==> config.mk <==
export PLATFORM = sky130hd
export DESIGN_NAME = block_rms_decibel_level_meter_flat
export DESIGN_NICKNAME = d
export VERILOG_FILES = /design/src/rms_pkg.sv /design/src/rms_sample_if.sv /design/src/rms_level_if.sv /design/src/rms_cfg_if.sv /design/src/rms_front.sv /design/src/rms_queue.sv /design/src/rms_back.sv /design/src/block_rms_decibel_level_meter.sv /design/src/flat_wrapper.sv
export SDC_FILE = /design/constraint.sdc
export NUM_CORES = 2
export LEC_CHECK = 0
export BUFFER_PORTS_ARGS = -buffer_cell sky130_fd_sc_hd__buf_2
export CORE_MARGIN = 5
export CORE_UTILIZATION = 25
export DETAILED_ROUTE_END_ITERATION = 7
export SLEW_MARGIN = 10
export SYNTH_ARGS = -nofsm -noshare
export SYNTH_HDL_FRONTEND = slang
export SYNTH_SLANG_ARGS = --single-unit
==> constraint.sdc <==
create_clock -name clk -period 10 [get_ports clk]
set_input_delay 2 -clock clk [delete_from_list [all_inputs] [get_ports clk]]
set_output_delay 2 -clock clk [all_outputs]
set_load 0.05 [all_outputs]
==> src/rms_pkg.sv <==
// ----------------------------------------------------------------------------
// rms_pkg
// Shared widths, register indexes and types of the RMS decibel level meter.
// ----------------------------------------------------------------------------
package rms_pkg;

  localparam int SAMPLE_W        = 16;  // width of the sample field
  localparam int SAMPLE_BITS_DEF = 16;  // sample bits taken as two's complement
  localparam int ACC_W           = 46;  // sum of squares, wraps
  localparam int LEN_W           = 16;
  localparam int GAIN_W          = 20;
  localparam int LEVEL_W         = 8;
  localparam int CFG_IDX_W       = 1;
  localparam int CFG_DATA_W      = 20;
  localparam int QUEUE_DEPTH     = 2;

  localparam logic [LEN_W-1:0]  BLOCK_LENGTH_RST = 16'd8000;
  localparam logic [GAIN_W-1:0] GAIN_K_RST       = 20'd29659;

  // 10*log10(2) in Q24
  localparam logic signed [26:0] TEN_LOG10_2_Q24 = 27'sd50504453;

  localparam logic signed [LEVEL_W-1:0] LEVEL_MIN = 8'sh80;
  localparam logic signed [LEVEL_W-1:0] LEVEL_MAX = 8'sh7f;

  // configuration register indexes
  localparam logic [CFG_IDX_W-1:0] REG_BLOCK_LENGTH = 1'b0;
  localparam logic [CFG_IDX_W-1:0] REG_GAIN_K       = 1'b1;

  // one finished block handed from the front to the back
  typedef struct packed {
    logic [ACC_W-1:0] sum;
    logic [LEN_W-1:0] len;
  } rms_blk_t;

  // queue status seen by the front
  typedef struct packed {
    logic       valid;
    logic [1:0] count;
  } rms_qstat_t;

endpackage

==> src/rms_sample_if.sv <==
// ----------------------------------------------------------------------------
// rms_sample_if
// Audio sample channel: valid/ready handshake with one sample per word.
// ----------------------------------------------------------------------------
interface rms_sample_if;
  logic                                valid;
  logic                                ready;
  logic signed [rms_pkg::SAMPLE_W-1:0] sample;

  modport source (output valid, output sample, input ready);
  modport sink   (input valid, input sample, output ready);
endinterface

==> src/rms_level_if.sv <==
// ----------------------------------------------------------------------------
// rms_level_if
// Level result channel: valid/ready handshake, level in dB and silent flag.
// ----------------------------------------------------------------------------
interface rms_level_if;
  logic                               valid;
  logic                               ready;
  logic signed [rms_pkg::LEVEL_W-1:0] level_db;
  logic                               silent;

  modport source (output valid, output level_db, output silent, input ready);
  modport sink   (input valid, input level_db, input silent, output ready);
endinterface

==> src/rms_cfg_if.sv <==
// ----------------------------------------------------------------------------
// rms_cfg_if
// Configuration write channel: register index and write data.
// ----------------------------------------------------------------------------
interface rms_cfg_if;
  logic                              valid;
  logic                              ready;
  logic [rms_pkg::CFG_IDX_W-1:0]     index;
  logic [rms_pkg::CFG_DATA_W-1:0]    data;

  modport source (output valid, output index, output data, input ready);
  modport sink   (input valid, input index, input data, output ready);
endinterface

==> src/rms_front.sv <==
// ----------------------------------------------------------------------------
// rms_front
// Squares incoming samples, sums them and closes a block at the set length.
// ----------------------------------------------------------------------------
module rms_front #(
  parameter int SAMPLE_BITS = rms_pkg::SAMPLE_BITS_DEF
) (
  input  logic                       clk,
  input  logic                       rst,
  rms_sample_if.sink                 smp,
  input  logic [rms_pkg::LEN_W-1:0]  block_length,
  input  rms_pkg::rms_qstat_t        qstat,
  output logic                       push,
  output rms_pkg::rms_blk_t          push_blk
);
  import rms_pkg::*;

  localparam int EXT_W = (SAMPLE_BITS > SAMPLE_W) ? SAMPLE_BITS : SAMPLE_W;
  localparam int SQ_W  = 2 * SAMPLE_BITS;

  logic [EXT_W-1:0]              ext;
  logic signed [SAMPLE_BITS-1:0] sv;
  logic signed [SQ_W-1:0]        sq_full;
  logic [LEN_W-1:0]              len_eff;
  logic [LEN_W-1:0]              count_inc;
  logic                          last;
  logic                          accept;
  logic [ACC_W-1:0]              total;

  // square stage
  logic                          sq_valid;
  logic                          sq_last;
  logic [ACC_W-1:0]              sq;
  logic [LEN_W-1:0]              sq_len;

  logic [ACC_W-1:0]              acc;
  logic [LEN_W-1:0]              count;

  assign ext     = EXT_W'($unsigned(smp.sample));
  assign sv      = signed'(ext[SAMPLE_BITS-1:0]);
  assign sq_full = sv * sv;

  assign len_eff   = (block_length == '0) ? LEN_W'(1) : block_length;
  assign count_inc = count + LEN_W'(1);
  assign last      = (count_inc >= len_eff);

  // any word may close a block, so keep a queue slot free for it
  assign smp.ready = (qstat.count == 2'd0) || (qstat.count == 2'd1 && !(sq_valid && sq_last));
  assign accept    = smp.valid && smp.ready;

  assign total         = acc + sq;
  assign push          = sq_valid && sq_last;
  assign push_blk.sum  = total;
  assign push_blk.len  = sq_len;

  always_ff @(posedge clk) begin
    if (rst) begin
      sq_valid <= 1'b0;
      sq_last  <= 1'b0;
      acc      <= '0;
      count    <= '0;
    end else begin
      sq_valid <= accept;
      if (accept) begin
        sq      <= ACC_W'($unsigned(sq_full));
        sq_last <= last;
        sq_len  <= len_eff;
        count   <= last ? '0 : count_inc;
      end
      if (sq_valid) begin
        acc <= sq_last ? '0 : total;
      end
    end
  end

endmodule

==> src/rms_queue.sv <==
// ----------------------------------------------------------------------------
// rms_queue
// Two-entry queue of finished block sums between the front and the back.
// ----------------------------------------------------------------------------
module rms_queue (
  input  logic                 clk,
  input  logic                 rst,
  input  logic                 push,
  input  rms_pkg::rms_blk_t    push_blk,
  input  logic                 pop,
  output rms_pkg::rms_qstat_t  qstat,
  output rms_pkg::rms_blk_t    head
);
  import rms_pkg::*;

  rms_blk_t   entries [QUEUE_DEPTH];
  logic       wr_ptr;
  logic       rd_ptr;
  logic [1:0] count;
  logic       do_pop;

  assign do_pop      = pop && (count != 2'd0);
  assign qstat.valid = (count != 2'd0);
  assign qstat.count = count;
  assign head        = entries[rd_ptr];

  always_ff @(posedge clk) begin
    if (rst) begin
      wr_ptr <= 1'b0;
      rd_ptr <= 1'b0;
      count  <= 2'd0;
    end else begin
      if (push) begin
        entries[wr_ptr] <= push_blk;
        wr_ptr          <= ~wr_ptr;
      end
      if (do_pop) begin
        rd_ptr <= ~rd_ptr;
      end
      count <= count + 2'(push) - 2'(do_pop);
    end
  end

endmodule

==> src/rms_back.sv <==
// ----------------------------------------------------------------------------
// rms_back
// Sequencer: mean by restoring division, log2 by normalize and squaring,
// scale to decibels, saturate and hold the result for the output channel.
// ----------------------------------------------------------------------------
module rms_back (
  input  logic                        clk,
  input  logic                        rst,
  input  rms_pkg::rms_qstat_t         qstat,
  input  rms_pkg::rms_blk_t           head,
  output logic                        pop,
  input  logic [rms_pkg::GAIN_W-1:0]  gain_k,
  rms_level_if.source                 lvl
);
  import rms_pkg::*;

  typedef enum logic [3:0] {
    S_IDLE, S_DIV, S_CHK, S_NORM, S_FRAC, S_ADD, S_MUL, S_SAT, S_DONE
  } state_t;

  state_t               state;
  logic [LEN_W-1:0]     rem;
  logic [ACC_W-1:0]     quo;     // quotient, then the word being normalized
  logic [LEN_W-1:0]     div_len;
  logic [5:0]           cnt;
  logic [5:0]           expo;
  logic [30:0]          m;
  logic [15:0]          frac;
  logic signed [23:0]   t;
  logic                 on_gain;
  logic signed [50:0]   p;
  logic [7:0]           res_lvl;
  logic                 res_silent;

  logic [LEN_W:0]       rem_sh;
  logic                 q_bit;
  logic [61:0]          sqr;
  logic [31:0]          mm;
  logic                 p_neg;
  logic [50:0]          p_mag;
  logic [10:0]          p_int;

  assign pop    = (state == S_IDLE) && qstat.valid;
  assign rem_sh = {rem, quo[ACC_W-1]};
  assign q_bit  = (rem_sh >= {1'b0, div_len});
  assign sqr    = {31'd0, m} * {31'd0, m};
  assign mm     = sqr[61:30];
  assign p_neg  = p[50];
  assign p_mag  = p_neg ? 51'(-p) : 51'(p);
  assign p_int  = p_mag[50:40];

  always_ff @(posedge clk) begin
    if (rst) begin
      state     <= S_IDLE;
      lvl.valid <= 1'b0;
    end else begin
      if (lvl.valid && lvl.ready) begin
        lvl.valid <= 1'b0;
      end
      case (state)
        S_IDLE: begin
          if (qstat.valid) begin
            rem     <= '0;
            quo     <= head.sum;
            div_len <= head.len;
            cnt     <= '0;
            state   <= S_DIV;
          end
        end
        S_DIV: begin
          rem <= q_bit ? LEN_W'(rem_sh - {1'b0, div_len}) : rem_sh[LEN_W-1:0];
          quo <= {quo[ACC_W-2:0], q_bit};
          cnt <= cnt + 6'd1;
          if (cnt == 6'(ACC_W - 1)) begin
            state <= S_CHK;
          end
        end
        S_CHK: begin
          if (quo == '0) begin
            res_lvl    <= LEVEL_MIN;
            res_silent <= 1'b1;
            state      <= S_DONE;
          end else if (gain_k == '0) begin
            res_lvl    <= LEVEL_MIN;
            res_silent <= 1'b0;
            state      <= S_DONE;
          end else begin
            expo    <= 6'(ACC_W - 1);
            on_gain <= 1'b0;
            t       <= -24'sd2097152;  // -32 in Q16
            state   <= S_NORM;
          end
        end
        S_NORM: begin
          // one bit a cycle until the leading one sits at the top
          if (quo[ACC_W-1]) begin
            m     <= quo[ACC_W-1:ACC_W-31];
            frac  <= '0;
            cnt   <= '0;
            state <= S_FRAC;
          end else begin
            quo  <= {quo[ACC_W-2:0], 1'b0};
            expo <= expo - 6'd1;
          end
        end
        S_FRAC: begin
          frac <= {frac[14:0], mm[31]};
          m    <= mm[31] ? mm[31:1] : mm[30:0];
          cnt  <= cnt + 6'd1;
          if (cnt == 6'd15) begin
            state <= S_ADD;
          end
        end
        S_ADD: begin
          if (!on_gain) begin
            t       <= t + signed'(24'({expo, frac}));
            quo     <= ACC_W'(gain_k);
            expo    <= 6'(ACC_W - 1);
            on_gain <= 1'b1;
            state   <= S_NORM;
          end else begin
            t     <= t + signed'(24'({expo, frac, 1'b0}));
            state <= S_MUL;
          end
        end
        S_MUL: begin
          p     <= 51'(t * TEN_LOG10_2_Q24);
          state <= S_SAT;
        end
        S_SAT: begin
          res_silent <= 1'b0;
          if (!p_neg) begin
            res_lvl <= (p_int > 11'd127) ? LEVEL_MAX : p_int[7:0];
          end else begin
            res_lvl <= (p_int > 11'd128) ? LEVEL_MIN : 8'(-p_int);
          end
          state <= S_DONE;
        end
        S_DONE: begin
          if (!lvl.valid) begin
            lvl.valid    <= 1'b1;
            lvl.level_db <= res_lvl;
            lvl.silent   <= res_silent;
            state        <= S_IDLE;
          end
        end
        default: state <= S_IDLE;
      endcase
    end
  end

endmodule

==> src/block_rms_decibel_level_meter.sv <==
// ----------------------------------------------------------------------------
// block_rms_decibel_level_meter
// Block RMS sound level meter: sums squared samples over a block and reports
// 20*log10(sqrt(mean)*K) in whole decibels.
//
//   channel  dir  handshake     payload
//   smp      in   valid/ready   sample (s16)
//   lvl      out  valid/ready   level_db (s8), silent
//   cfg      in   valid/ready   index (0 block_length, 1 gain_k), data (u20)
//
// Samples are taken one per cycle unless the input stalls; the square and
// the sum are one stage each. A finished block waits in a two-entry queue;
// the back end runs 46 division steps, then, unless silent or at zero gain,
// up to 45 normalize shifts and 16 squaring steps per logarithm, twice.
// Input stalls when both queue slots are taken, or one is taken while a
// closing word sits in the square stage. The back end holds its result until
// the previous level word is taken. Reset is synchronous, no clearing pass.
// ----------------------------------------------------------------------------
module block_rms_decibel_level_meter #(
  parameter int SAMPLE_BITS = rms_pkg::SAMPLE_BITS_DEF
) (
  input  logic        clk,
  input  logic        rst,
  rms_sample_if.sink  smp,
  rms_level_if.source lvl,
  rms_cfg_if.sink     cfg
);
  import rms_pkg::*;

  logic [LEN_W-1:0]  block_length;
  logic [GAIN_W-1:0] gain_k;
  logic              push;
  logic              pop;
  rms_blk_t          push_blk;
  rms_blk_t          head;
  rms_qstat_t        qstat;

  assign cfg.ready = 1'b1;

  always_ff @(posedge clk) begin
    if (rst) begin
      block_length <= BLOCK_LENGTH_RST;
      gain_k       <= GAIN_K_RST;
    end else if (cfg.valid) begin
      case (cfg.index)
        REG_BLOCK_LENGTH: block_length <= cfg.data[LEN_W-1:0];
        REG_GAIN_K:       gain_k       <= cfg.data[GAIN_W-1:0];
        default: ;
      endcase
    end
  end

  rms_front #(
    .SAMPLE_BITS (SAMPLE_BITS)
  ) u_front (
    .clk          (clk),
    .rst          (rst),
    .smp          (smp),
    .block_length (block_length),
    .qstat        (qstat),
    .push         (push),
    .push_blk     (push_blk)
  );

  rms_queue u_queue (
    .clk      (clk),
    .rst      (rst),
    .push     (push),
    .push_blk (push_blk),
    .pop      (pop),
    .qstat    (qstat),
    .head     (head)
  );

  rms_back u_back (
    .clk    (clk),
    .rst    (rst),
    .qstat  (qstat),
    .head   (head),
    .pop    (pop),
    .gain_k (gain_k),
    .lvl    (lvl)
  );

endmodule

==> src/flat_wrapper.sv <==
// flat-port wrapper written by rule: the top's interface ports become plain ports
module block_rms_decibel_level_meter_flat import rms_pkg::*;
#(
  parameter int SAMPLE_BITS = rms_pkg::SAMPLE_BITS_DEF
)
  (clk, rst, smp_valid, smp_sample, smp_ready, lvl_valid, lvl_level_db, lvl_silent, lvl_ready, cfg_valid, cfg_index, cfg_data, cfg_ready);
  rms_sample_if smp_i ();
  rms_level_if lvl_i ();
  rms_cfg_if cfg_i ();
  input  logic clk;
  input  logic rst;
  input wire logic [$bits(smp_i.valid)-1:0] smp_valid;
  input wire logic [$bits(smp_i.sample)-1:0] smp_sample;
  output wire logic [$bits(smp_i.ready)-1:0] smp_ready;
  output wire logic [$bits(lvl_i.valid)-1:0] lvl_valid;
  output wire logic [$bits(lvl_i.level_db)-1:0] lvl_level_db;
  output wire logic [$bits(lvl_i.silent)-1:0] lvl_silent;
  input wire logic [$bits(lvl_i.ready)-1:0] lvl_ready;
  input wire logic [$bits(cfg_i.valid)-1:0] cfg_valid;
  input wire logic [$bits(cfg_i.index)-1:0] cfg_index;
  input wire logic [$bits(cfg_i.data)-1:0] cfg_data;
  output wire logic [$bits(cfg_i.ready)-1:0] cfg_ready;
  assign smp_i.valid = smp_valid;
  assign smp_i.sample = smp_sample;
  assign smp_ready = smp_i.ready;
  assign lvl_valid = lvl_i.valid;
  assign lvl_level_db = lvl_i.level_db;
  assign lvl_silent = lvl_i.silent;
  assign lvl_i.ready = lvl_ready;
  assign cfg_i.valid = cfg_valid;
  assign cfg_i.index = cfg_index;
  assign cfg_i.data = cfg_data;
  assign cfg_ready = cfg_i.ready;
  block_rms_decibel_level_meter #(.SAMPLE_BITS(SAMPLE_BITS)) u_core (.clk(clk), .rst(rst), .smp(smp_i), .lvl(lvl_i), .cfg(cfg_i));
endmodule
==> qor.yml <==
synthesis:
  synth_area_sq_um: 69000
  yosysTopAreaCellShare_pct: 32.6
  synthArstFlopShare_pct: 0
  syn_inst: 6873
  synth_fp_nets: 8771
  synth_area_leader_cell: "fa_1"
  synthFlopType: "edfxtp_1"
  ys_top_cells_by_area: "fa_1 (33%), edfxtp_1 (18%), ha_1 (13%), inv_1 (8.2%), nand2_1 (3.3%)"
  synth-edff-count: 402
  ys_seq_area_share_pct: 20.7
  syn-mean-instance-area_sq_um: 10.0
  yosysMostFrequentCell: "inv_1"
  synthTopCellsByCount: "inv_1 (1,509), fa_1 (1,123), ha_1 (733)"
  yosysWarnings: 0
  ys_ff_latch: 512
  synth_cell_types: 104
floorplan:
  dieArea_sq_um: 287000
  core_sq_um: 274000
  start_util_pct: 25.2
  dieWidth_microns: 535
  io_pins: 54
  placement_rows: 192
  die_h_microns: 535
sta:
  slew_headroom_pct: 15.2
  tightest_slew_ps: 1270
  drv_slew: 0
  fmax_mhz: 104
  finClkSkew_ps: 71.2
  period_share_pct: 96.1
  hold_viol_final: 0
  grt_setup_unrepaired: "false"
  fin_tns_setup_ps: 0
  finalWorstPathRequiredPeriod_ps: 9610
  setup_violations: 0
cells_and_area:
  num-nets-final: 8757
  design_area_sq_um: 75800
  utilization_pct: 27.6
  drive_above_1_share_pct: 5.06
  fin_cells: 10588
  area_delta_synth_final_pct: 9.85
routing:
  drc: 0
  drtPass1Iterations: 6
  drt_iter0_markers: 2907
  wl_per_cell_microns: 16.4
  vias: 46890
  route.antenna.remaining_nets: 0
  routed_wl_microns: 173000
  via_per_inst: 4.43
worst_setup_path:
  slowest_stage: "xnor2_4"
  worstPathMaxFanout: 28
  crit_path_start_kind: "register"
  crit_path_end_kind: "register"
  slowest_delay_ps: 1010
  worstPathCellList: "nand2_1 > fa_1 > inv_1 > fa_1 > fa_1 > inv_1 > fa_1 > inv_1 > fa_1 > fa_1 > fa_1 > fa_1 > ha_1 > a211oi_1 > o21ai_0 > a22oi_1 > a21oi_1 > and3_1 > a211oi_4 > a21oi_2 > a221o_1 > xnor2_4 > a21oi_1 > o31ai_1"
  critPathKind: "register to register"
  critPathRequiredTime_ps: 10410
  cpLargestDelayFamily: "adder cells"
  crit_top_cell: "fa_1"
  path_buf_inv: 3
  critPathArrivalTime_ps: 10020
clock_network:
  clock_sink_count: 512
  ctsLongestPathBuffers: 3
  cts_setup_buffers: 0
  cts-resized-gates: 0
  hold_buffers: 0
  cts_buffers: 50
  h-tree-depth: 2
  clkTransAtPathRegs_ps: 70
  clock_latency_ps: 640
  cts-root-buf: "clkbuf_16"
  cts_tree: "built"
power_and_ir_drop:
  ir_drop_mv: 0.519
  total_power_mw: 23.7
  power.density_nw_per_um2: 313
  cellLeakagePower_nw: 35.9
outcome:
  outcome: "finished, final reports clean"
global_route:
  grt_pass1_vias: 51273
  grt_antenna_before_repair: 4
  overflow: 0
  grt_start_max_net_pins: 59
  grt_pass1_wl_microns: 282000
  globalRouteTotalUtil_pct: 12.1
placed_design:
  dp_hpwl_microns: 143000
  place.gp.congestion: 0.923
  place_inst: 10492
  numPortBuffers: 52
  postPlaceCellArea_sq_um: 73900
run:
  maxCapViolations: 0
hold_path:
  hold_class: "register to register"
-- power breakdown --
group          switching (mW)  internal [mW]
Sequential              0.236           3.10
Clock                   0.899           1.20
Combinational            10.9           7.42
-- worst reg2reg max path, delay by kind of cell (launching register included) --
| kind | cells | cell delay (ps) |
|---|---|---|
| AO/OA/AOI/OAI | 9 | 2370 |
| XOR/XNOR | 1 | 1010 |
| adder cells (fa/ha/maj) | 9 | 4390 |
| buffers and inverters | 3 | 190 |
| flip-flops | 1 | 980 |
| AND/OR/NAND/NOR | 2 | 420 |
-- metrics by stage --
| stage | hold slack [ps] | setup slack (ps) |
|---|---|---|
| 2_1_floorplan | 400 | 1570 |
| 3_3_place_gp | 415 | 494 |
| 3_5_place_dp | 412 | 445 |
| 4_1_cts | 428 | 396 |
| 5_1_grt | 438 | 32.2 |
| 6_report | 420 | 387 |
-- logic make-up after synthesis --
| kind of cell | synth area share, % |
|---|---|
| fa+ha+maj | 45.9 |
| buf+inv | 9.53 |
| simple gates | 10.8 |
| compound gates | 7.91 |
| flops | 20.7 |
| xor+xnor | 3.48 |
| mux | 1.71 |
| other cells | 0.00544 |
-- path summary, 6_finish.rpt --
path / startpoint / to / slack, ps / cells past startpoint
max: u_core.u_back.m[22]$_DFFE_PP_ / u_core.u_back.m[10]$_DFFE_PP_ / 390 / 24
max reg2reg: u_core.u_back.m[22]$_DFFE_PP_ / u_core.u_back.m[10]$_DFFE_PP_ / 390 / 24
min reg2reg: u_core.u_back.res_lvl[3]$_SDFFCE_PP0P_ / u_core.u_back.lvl.level_db[3]$_DFFE_PP_ / 420 / 0
min: u_core.u_back.res_lvl[3]$_SDFFCE_PP0P_ / u_core.u_back.lvl.level_db[3]$_DFFE_PP_ / 420 / 0
-- layer usage --
| layer | up-vias | global-route usage [%] | routed length, microns |
|---|---|---|---|
| met1 | 23635 | 16.0 | 74800 |
| li1 | 21888 | - | - |
| met2 | 1151 | 21.4 | 85500 |
| met3 | 216 | 1.07 | 8350 |
| met4 | 0 | 3.13 | 4600 |
| met5 | - | 0 | 0 |
-- cells in the final DEF, fill, tap and decap left out, types with 24 or more instances in the layout --
| cell | instances |
|---|---|
| clkbuf_16 | 51 |
| xor2_1 | 114 |
| nand3_1 | 85 |
| fa_1 | 1123 |
| nand2b_1 | 38 |
| or3_1 | 26 |
| inv_1 | 1509 |
| xnor2_1 | 153 |
| ha_1 | 733 |
| and2_1 | 258 |
| buf_2 | 51 |
| a21oi_1 | 219 |
| edfxtp_1 | 402 |
| o21bai_1 | 24 |
| dfxtp_1 | 109 |
| buf_4 | 106 |
| nand4_1 | 25 |
| and3_1 | 45 |
| o21ai_1 | 31 |
| mux2i_1 | 93 |
| nor3_1 | 48 |
| a21o_1 | 96 |
| o21ai_0 | 125 |
| a31oi_1 | 35 |
| nor2b_1 | 37 |
| a211oi_1 | 37 |
| a22oi_1 | 33 |
| nor2_1 | 284 |
| nor4_1 | 46 |
| o21a_1 | 30 |
| nand2_1 | 611 |
-- cell type report --
cell class | count | area (sq um)
multi-input cells | 4621 | 48200
diodes | 2 | 5.00
inverters | 1512 | 5680
fillers | 28573 | 198000
well taps | 3686 | 4610
flip-flops and latches | 512 | 14300
repair buffers | 162 | 1150
clock inverters | 34 | 505
clock buffers | 59 | 1330
-- flip-flops by register name (all words and copies together) (netlist names), 20 cells and up, named ones only --
signal                  cells
u_core.u_back.m            31
u_core.u_back.t            24
u_core.gain_k              20
u_core.u_front.sq          31
u_core.u_back.p            51
u_core.u_queue.entries    124
u_core.u_front.acc         46
u_core.u_back.quo          46
Note: power is estimated with default switching activity, not from simulation.
